### config.mk
export PLATFORM = sky130hd
export DESIGN_NAME = sdp_div
export DESIGN_NICKNAME = d
export VERILOG_FILES = /design/src/rtl/sdp_pkg.sv /design/src/rtl/sdp_div.sv
export SDC_FILE = /design/constraint.sdc
export NUM_CORES = 1
export LEC_CHECK = 0
export BUFFER_PORTS_ARGS = -buffer_cell sky130_fd_sc_hd__buf_2
export CAP_MARGIN = 10
export CORE_MARGIN = 5
export CORE_UTILIZATION = 50
export DETAILED_ROUTE_END_ITERATION = 7
export GPL_ROUTABILITY_DRIVEN = 0
export PLACE_DENSITY = 0.72
export SYNTH_ARGS = -nofsm -noshare
export SYNTH_HDL_FRONTEND = slang
export SYNTH_SLANG_ARGS = --single-unit
### constraint.sdc
create_clock -name clk -period 4 [get_ports clk]
set_clock_uncertainty 0.1 [all_clocks]
set_input_delay 0.4 -clock clk [delete_from_list [all_inputs] [get_ports clk]]
set_output_delay 0.4 -clock clk [all_outputs]
set_load 0.01 [all_outputs]
### src/rtl/sdp_pkg.sv
package sdp_pkg;

  localparam int unsigned MAX_SEQ_LEN = 65536;
  localparam int unsigned ADDR_W      = $clog2(MAX_SEQ_LEN);
  localparam int unsigned LEN_W       = ADDR_W + 1;
  localparam int unsigned MAX_BLOCK   = 64;
  localparam int unsigned BLK_W       = 7;
  localparam int unsigned HP_W        = $clog2(MAX_BLOCK * MAX_BLOCK) + 1;
  localparam int unsigned PX_W        = 26;
  localparam int unsigned CNT_W       = 33;
  localparam int unsigned SUM_W       = 49;
  localparam int unsigned SUM2_W      = 64;
  localparam int unsigned DIV_N_W     = 64;
  localparam int unsigned DIV_D_W     = 34;
  localparam int unsigned Q_W         = 16;
  localparam int unsigned Q_ONE       = 32768;
  localparam int unsigned Q_HALF      = 16384;

  typedef enum logic [1:0] {
    OP_CLEAR  = 2'd0,
    OP_APPEND = 2'd1,
    OP_STATS  = 2'd2,
    OP_QUERY  = 2'd3
  } op_t;

  typedef enum logic [1:0] {
    STAT_OK    = 2'd0,
    STAT_FULL  = 2'd1,
    STAT_STALE = 2'd2
  } status_t;

  typedef enum logic [1:0] {
    CFG_BPP  = 2'd0,
    CFG_MAXD = 2'd1,
    CFG_COMP = 2'd2
  } cfg_idx_t;

  typedef enum logic [4:0] {
    S_IDLE,
    S_RESP,
    S_ST_ROW,
    S_ST_COL,
    S_ST_ACC1,
    S_ST_ACC2,
    S_ST_TAIL,
    S_ST_FIN,
    S_MEAN_W,
    S_E2_GO,
    S_E2_W,
    S_VAR,
    S_SQRT,
    S_PX_SETUP,
    S_PX_ISTART,
    S_PX_ICHK,
    S_PX_IUSE,
    S_PX_JCHK,
    S_PX_JUSE,
    S_PX_DIV,
    S_PX_DWAIT,
    S_NORM,
    S_NORM_W
  } state_t;

  typedef struct packed {
    logic                 start;
    logic [DIV_N_W-1:0]   dividend;
    logic [DIV_D_W-1:0]   divisor;
  } div_req_t;

  typedef struct packed {
    logic                 busy;
    logic                 done;
    logic [DIV_N_W-1:0]   quot;
  } div_rsp_t;

endpackage

### src/rtl/sdp_div.sv
module sdp_div (
  input  logic              clk,
  input  logic              rst_n,
  input  sdp_pkg::div_req_t req,
  output sdp_pkg::div_rsp_t rsp
);

  localparam int unsigned STEP_W = $clog2(sdp_pkg::DIV_N_W);

  logic                          busy_r;
  logic                          done_r;
  logic [STEP_W-1:0]             step_r;
  logic [sdp_pkg::DIV_N_W-1:0]   quo_r;
  logic [sdp_pkg::DIV_D_W-1:0]   rem_r;
  logic [sdp_pkg::DIV_D_W-1:0]   den_r;
  logic [sdp_pkg::DIV_D_W:0]     trial_c;
  logic [sdp_pkg::DIV_D_W:0]     diff_c;
  logic                          ge_c;

  // restoring divide, one quotient bit per cycle, dividend shifts out of quo_r
  assign trial_c = {rem_r, quo_r[sdp_pkg::DIV_N_W-1]};
  assign ge_c    = trial_c >= {1'b0, den_r};
  assign diff_c  = trial_c - {1'b0, den_r};

  always_ff @(posedge clk) begin
    if (!rst_n) begin
      busy_r <= 1'b0;
      done_r <= 1'b0;
      step_r <= '0;
    end else begin
      done_r <= 1'b0;
      if (req.start) begin
        busy_r <= 1'b1;
        step_r <= '0;
      end else if (busy_r) begin
        step_r <= step_r + 1'b1;
        if (step_r == STEP_W'(sdp_pkg::DIV_N_W - 1)) begin
          busy_r <= 1'b0;
          done_r <= 1'b1;
        end
      end
    end
  end

  always_ff @(posedge clk) begin
    if (req.start) begin
      quo_r <= req.dividend;
      rem_r <= '0;
      den_r <= req.divisor;
    end else if (busy_r) begin
      quo_r <= {quo_r[sdp_pkg::DIV_N_W-2:0], ge_c};
      rem_r <= ge_c ? diff_c[sdp_pkg::DIV_D_W-1:0] : trial_c[sdp_pkg::DIV_D_W-1:0];
    end
  end

  assign rsp.busy = busy_r;
  assign rsp.done = done_r;
  assign rsp.quot = quo_r;

endmodule
=== Word level (Yosys, flattened, before mapping) ===
Index checks and enable logic that the tools add are counted.

* Output and inout bits: 66
* Bits of input ports: 101
* Logic and storage cells: 22
* Bits in registers: 140

* Bitwise operators: 2
* Reductions and logical operators: 3
* Add/sub/neg operators: 2
* Order comparisons: 1
* Equality and inequality tests: 1
* Muxes and demuxes: 7

{| class="wikitable"
|+ Operators by type and width
! operator !! count
|-
| $mux W64 || 2
|-
| $ge A35 B34 Y1 || 1
|-
| $mux W34 || 1
|-
| $sub A34 B34 Y34 || 1
|-
| $add A6 B1 Y6 const B || 1
|-
| $eq A6 B6 Y1 const B || 1
|-
| $mux W1 || 4
|-
| $reduce_or A3 Y1 || 1
|-
| $not A1 Y1 || 2
|-
| $reduce_bool A2 Y1 || 1
|-
| $reduce_or A2 Y1 || 1
|}

=== Logic depth before layout (Yosys ltp) ===
Gate-level depths: netlist of run 1.

* Word-level depth: 4
* Mapped depth: 13
* Gate-level depth less buffers: 12

=== Least setup slack after synthesis of run 1 ===
Ideal clock, no wire load.

* Path kind: register to register
* Start: reg quo_r[63] (netlist name)
* End: reg rem_r[30] (netlist name)
* Setup time: 0.135 ns
* Period minus slack after synthesis: 2.774 ns
* Arrival: 2.539 ns
* Path slack: 1.226 ns
* Buffers on the path: 0
* Cell stages (with the launch flop): 13
* Data required time: 3.765 ns
* Path through: edfxtp_1 > inv_1 > ha_1 > inv_1 > fa_1 > a21oi_1 > o211ai_1 > a21o_1 > o21ai_2 > a2111oi_4 > o41ai_2 > mux2i_1 > a21oi_1

* Longest elaborated chain between the ends: 2
* Elaborated cells between the ends (all ways): 3
* Those cells by class: 1 x add/sub; 1 x order compare; 1 x mux

{| class="wikitable"
|+ Ends and longest elaborated chain
! what !! RTL line !! RTL
|-
| from (decl) || sdp_div.sv:13 || <nowiki>logic [sdp_pkg::DIV_N_W-1:0] quo_r;</nowiki>
|-
| from (signal assigned) || sdp_div.sv:47 || <nowiki>quo_r <= req.dividend;</nowiki>
|-
| from (signal assigned) || sdp_div.sv:51 || <nowiki>quo_r <= {quo_r[sdp_pkg::DIV_N_W-2:0], ge_c};</nowiki>
|-
| $sub A34 B34 Y34 / $ge A35 B34 Y1 (equally long branches) || sdp_div.sv:23, sdp_div.sv:22 ||
|-
| $mux W34 (*) || sdp_div.sv:52 || <nowiki>rem_r <= ge_c ? diff_c[sdp_pkg::DIV_D_W-1:0] : trial_c[sdp_pkg::DIV_D_W-1:0];</nowiki>
|-
| to (signal assigned) || sdp_div.sv:52 ||
|-
| to (decl) || sdp_div.sv:14 || <nowiki>logic [sdp_pkg::DIV_D_W-1:0] rem_r;</nowiki>
|}

Mark *: on every way between the ends. The rest lies on a longest branch, timed or not.
A chain may end at the register's enable or synchronous reset.

=== Final worst setup path of run 1 ===
Ends and elaborated chain as after synthesis.

==> results of run 1 <==
==> metal layers <==
layer / global-route usage / up-vias
li1: - / 2965
met1: 0.250 / 2859
met2: 0.353 / 196
met3: 0.0899 / 25
met4: 0.0487 / 2
met5: 0 / -
==> flip-flops by register name (all words and copies together), names as in the netlist <==
register	cells
done_r	1
rem_r	34
quo_r	64
step_r	6
den_r	34
busy_r	1
==> metrics by stage <==
stage / utilization / setup WS (ns) / total power, mW
global placement: 0.566 / 0.917 / 2.66
floorplan: - / 1.23 / 2.42
finish: 0.603 / 0.868 / 4.23
detailed placement: 0.566 / 0.909 / 2.67
CTS: 0.603 / 0.881 / 4.26
global route: 0.603 / 0.594 / 4.43
==> cells by family (layout without fill, tap and decap cells) <==
family / after synthesis / after routing / share of synthesized area
muxes: 66 / 66 / 0.0932
buffers and inverters: 81 / 246 / 0.0452
xor gates and xnor gates: 28 / 28 / 0.0309
adders and majority gates: 36 / 36 / 0.0576
and+or+nand+nor: 193 / 193 / 0.121
DFF: 140 / 140 / 0.476
AOI/OAI and AO/OA: 171 / 171 / 0.175
==> synthesized netlist by cell type, types with 15 or more instances <==
library cell / count / area (um2)
edfxtp_1: 98 / 2940
mux2_2: 64 / 721
nand2_1: 64 / 240
nor2_1: 49 / 184
dfxtp_1: 42 / 841
inv_1: 42 / 158
a21oi_1: 39 / 195
ha_1: 35 / 438
o21ai_0: 27 / 135
clkbuf_1: 19 / 71.3
a311oi_2: 18 / 270
xnor2_1: 15 / 131
==> final timing paths <==
check             from   endpoint  slack [ns]  cells past startpoint
max          quo_r[63]  rem_r[30]        0.87                     12
min             req[9]   den_r[9]        0.06                      1
max reg2reg  quo_r[63]  rem_r[30]        0.87                     12
min reg2reg  step_r[5]     done_r        0.39                      2
==> power groups by stage <==
stage               registers, mW  logic [mW]  clock network, mW
floorplan                    1.82       0.603                  0
global placement             1.80       0.865                  0
detailed placement           1.80       0.874                  0
CTS                          1.77       0.881               1.60
global route                 1.79       0.971               1.67
finish                       1.77       0.878               1.58
==> area by class of cell <==
cell class	count	area, um2
well taps	216	270
fillers	1313	6230
clock inverters	15	158
inverters	42	158
multi-input cells	494	3800
flip-flops and latches	140	3780
clock buffers	17	425
repair buffers	172	882
==> out/metrics.yaml, run 1 <==
grt_pass1_wl_um: 30700
critical_path_required_ns: 4.19
antenna_found_initial: 1
syn_avg_cell_area_um2: 11.1
ir_worst_vdd_uv: 334
critPathMaxStageDelay_ns: 0.40
critPathSlowestCell: "edfxtp_1"
dp.cells: 1064
async_flop_share: 0
cap_violations: 0
wl_met1_um: 7800
period_share: 0.783
outcome: "finished clean"
io_pins: 167
rsz0062_at_grt: "no"
finalSetupTns_ns: 0
hp-class: "input pin to flop"
clk_pin_slew_ns: 0.07
crit_fanout: 4
dieArea_um2: 18500
max-slew-margin-rel: 0.406
vias_per_cell: 5.52
cpLargestDelayFamily: "compound AO/OA/AOI/OAI gates"
p_sw_frac: 0.290
cts_root_buffer: "clkbuf_16"
ant_nets: 0
grt_start_max_net_pins: 80
crit_arrival_ns: 3.32
stdcell_area_um2: 9480
ys.flop_type: "edfxtp_1"
netlist_instances: 715
place_area_um2: 8900
cp-start-kind: "flop"
top_layer: "met5"
hold_ws_ns: 0.0556
hpwl_um: 13600
path_class: "flop to flop"
gr-total-overflow: 0
core_um2: 15700
grt.total_usage: 0.210
pwr-share-comb: 0.208
firstDrtPassIters: 5
yosysWarningCount: 0
vias: 6047
power_density_nw_per_um2: 446
die_w_um: 136
cts_buffer_depth: 2
cts_hold_buf: 0
final_layout_size_suffix_gt1_frac: 0.367
post_synth_num_cell_types: 76
totalWireLength_um: 18800
route.met3.wl_um: 1660
mappedNetlistArea_um2: 7940
cts_sinks: 140
synthToLayoutAreaGrowth_pct: 19.3
p_clk_frac: 0.373
drtIter0Drc: 376
worst_pin_slew_ns: 0.891
antenna_cells: 0
ys_ff_latch: 140
row_count: 46
wl_met2_um: 9080
chipHeight_um: 136
synth_edf_count: 98
fin_crit_ns: 3.13
finalMaxSlewViolations: 0
initial_utilization: 0.506
cts.htree.levels: 4
finalHoldViolations: 0
postCtsSetupBuffers: 0
clk_latency_ns: 0.42
mostFrequentLayoutCells: "buf_2, edfxtp_1, nand2_1, mux2_2, nor2_1"
synth_fp_nets: 852
finalSetupViolCount: 0
tritoncts: "yes"
final_common_cell: "buf_2"
post-route-drc-count: 0
intPower_mw: 3.00
nNetsFinal: 1004
numCtsBuffers: 17
finalNonFillerCells: 1096
ys_seq_area_frac: 0.476
io_buffers: 166
path_cells: "inv_1 -> ha_1 -> inv_1 -> fa_1 -> a21oi_1 -> o211ai_1 -> a21o_1 -> o21ai_2 -> a2111oi_4 -> o41ai_2 -> mux2i_1 -> a21oi_1"
pwr-share-seq: 0.419
cp-end-kind: "flop"
fmax_mhz: 319
power_switching_mw: 1.23
wl_per_cell_um: 17.2
post_cts_resize_count: 0
leakagePower_nw: 3.88
crit_buf_inv: 2
grt_pass1_vias: 6162
Note: power is estimated with default switching activity, not from simulation.
==> run 2, diff against run 1 <==
==> constraint.sdc (replaced) <==
create_clock -name clk -period 3 [get_ports clk]
set_clock_uncertainty 0.1 [all_clocks]
set_input_delay 0.3 -clock clk [delete_from_list [all_inputs] [get_ports clk]]
set_output_delay 0.3 -clock clk [all_outputs]
set_load 0.01 [all_outputs]
==> out/metrics.yaml, run 2 (synthesized netlist as in run 1, its figures left out) <==
crit_fanout: 3
path_class: "flop to flop"
hp-class: "input pin to flop"
pwr-share-comb: 0.218
dieArea_um2: 18500
pwr-share-seq: 0.405
initial_utilization: 0.506
critical_path_required_ns: 3.23
multi_input_area_um2: 3850
tritoncts: "yes"
crit_arrival_ns: 3.11
power_density_nw_per_um2: 581
p_clk_frac: 0.377
drtIter0Drc: 326
reg_top3: "quo_r (64), den_r (34), rem_r (34)"
die_w_um: 136
finalMaxSlewViolations: 0
vias_per_cell: 5.38
grt_start_max_net_pins: 65
cts_sinks: 140
cp-start-kind: "flop"
hold_ws_ns: 0.0685
fmax_mhz: 348
gr-total-overflow: 0
largest_register_ff_count: 64
clk_latency_ns: 0.43
wl_per_cell_um: 16.9
max-slew-margin-rel: 0.653
antenna_cells: 0
leakagePower_nw: 4.12
cts_root_buffer: "clkbuf_16"
preCtsSetupSlack_ns: 0.0425
fin_crit_ns: 2.87
totalPowerFinal_mw: 5.84
io_pins: 167
final_core_util: 0.640
synthToLayoutAreaGrowth_pct: 26.6
hpwl_um: 13900
chipHeight_um: 136
firstDrtPassIters: 5
finalSetupTns_ns: 0
cp-end-kind: "flop"
outcome: "finished clean"
cts.htree.levels: 4
grt.total_usage: 0.215
antenna_found_initial: 1
finalSetupViolCount: 0
cap_violations: 0
nNetsFinal: 1052
max_flop_register: "quo_r"
grt_pass1_wl_um: 31600
fin_ws_ns: 0.126
vias: 6155
ant_nets: 0
final_layout_size_suffix_gt1_frac: 0.370
period_share: 0.958
post-route-drc-count: 0
p_sw_frac: 0.286
fill_cells: 1268
cts_buffer_depth: 2
mostFrequentLayoutCells: "buf_2, edfxtp_1, nand2_1, mux2_2, nor2_1"
power_switching_mw: 1.67
intPower_mw: 4.17
io_buffers: 166
rsz0062_at_grt: "yes"
core_um2: 15700
worst_pin_slew_ns: 0.516
numCtsBuffers: 17
seqCellArea_um2: 3780
grt_pass1_vias: 6309
final_common_cell: "buf_2"
finalHoldViolations: 0
clk_pin_slew_ns: 0.07
row_count: 46
totalWireLength_um: 19400
ir_worst_vdd_uv: 444
==> run 2: repair_timing <==
action | 4_1_cts | 5_1_grt
setup endpoints to repair | 0 | 10
setup buffers | 0 | 2
endpoints found under the hold margin | 35 | 0
resized for setup | 0 | 12
hold buffers | 35 | 0
==> run 2: layout make-up <==
cell class,count,area share
clock buffers,18,0.0427
clock inverters,14,0.0185
inverters,42,0.0157
multi-input cells,494,0.383
flip-flops and latches,140,0.376
well taps,216,0.0269
repair buffers,220,0.137
==> run 2: through the flow <==
step	cell area, um2	cells
floorplan	7940	715
global placement	9030	1075
detailed placement	9030	1075
CTS	9990	1142
global route	10100	1144
finish	10100	1144
==> run 2: power by group through the flow <==
stage / Combinational [mW] / Sequential [mW] / Clock (mW)
final: 1.27 / 2.37 / 2.20
after global routing: 1.40 / 2.39 / 2.35
after floorplan: 0.804 / 2.43 / 0
after global placement: 1.19 / 2.40 / 0
after CTS: 1.25 / 2.37 / 2.24
after detailed placement: 1.21 / 2.40 / 0
==> run 2: metal layers <==
layer,GRT usage,part of all wire,wire length [um],vias to the layer above
li1,-,-,-,3059
met5,0,0.00057,11,-
met1,0.266,0.43,8320,2867
met3,0.0733,0.073,1410,29
met4,0.0666,0.018,354,2
met2,0.356,0.48,9300,198
==> run 2: critical path: stages, from the launching register on <==
cell	delay, ns
edfxtp_1	0.40
inv_1	0.08
ha_2	0.18
inv_2	0.04
fa_2	0.36
a21oi_2	0.18
o211ai_1	0.20
a2111oi_4	0.47
or2_4	0.20
o21ai_2	0.05
xor2_1	0.19
nand2_2	0.07
a311oi_2	0.26
==> run 2: worst paths after layout <==
| check | from | slack [ns] | depth (start not counted) | endpoint |
|---|---|---|---|---|
| min | req[42] | 0.07 | 2 | quo_r[8] |
| min reg2reg | step_r[5] | 0.38 | 2 | done_r |
| max | quo_r[63] | 0.13 | 12 | rem_r[18] |
| max reg2reg | quo_r[63] | 0.13 | 12 | rem_r[18] |
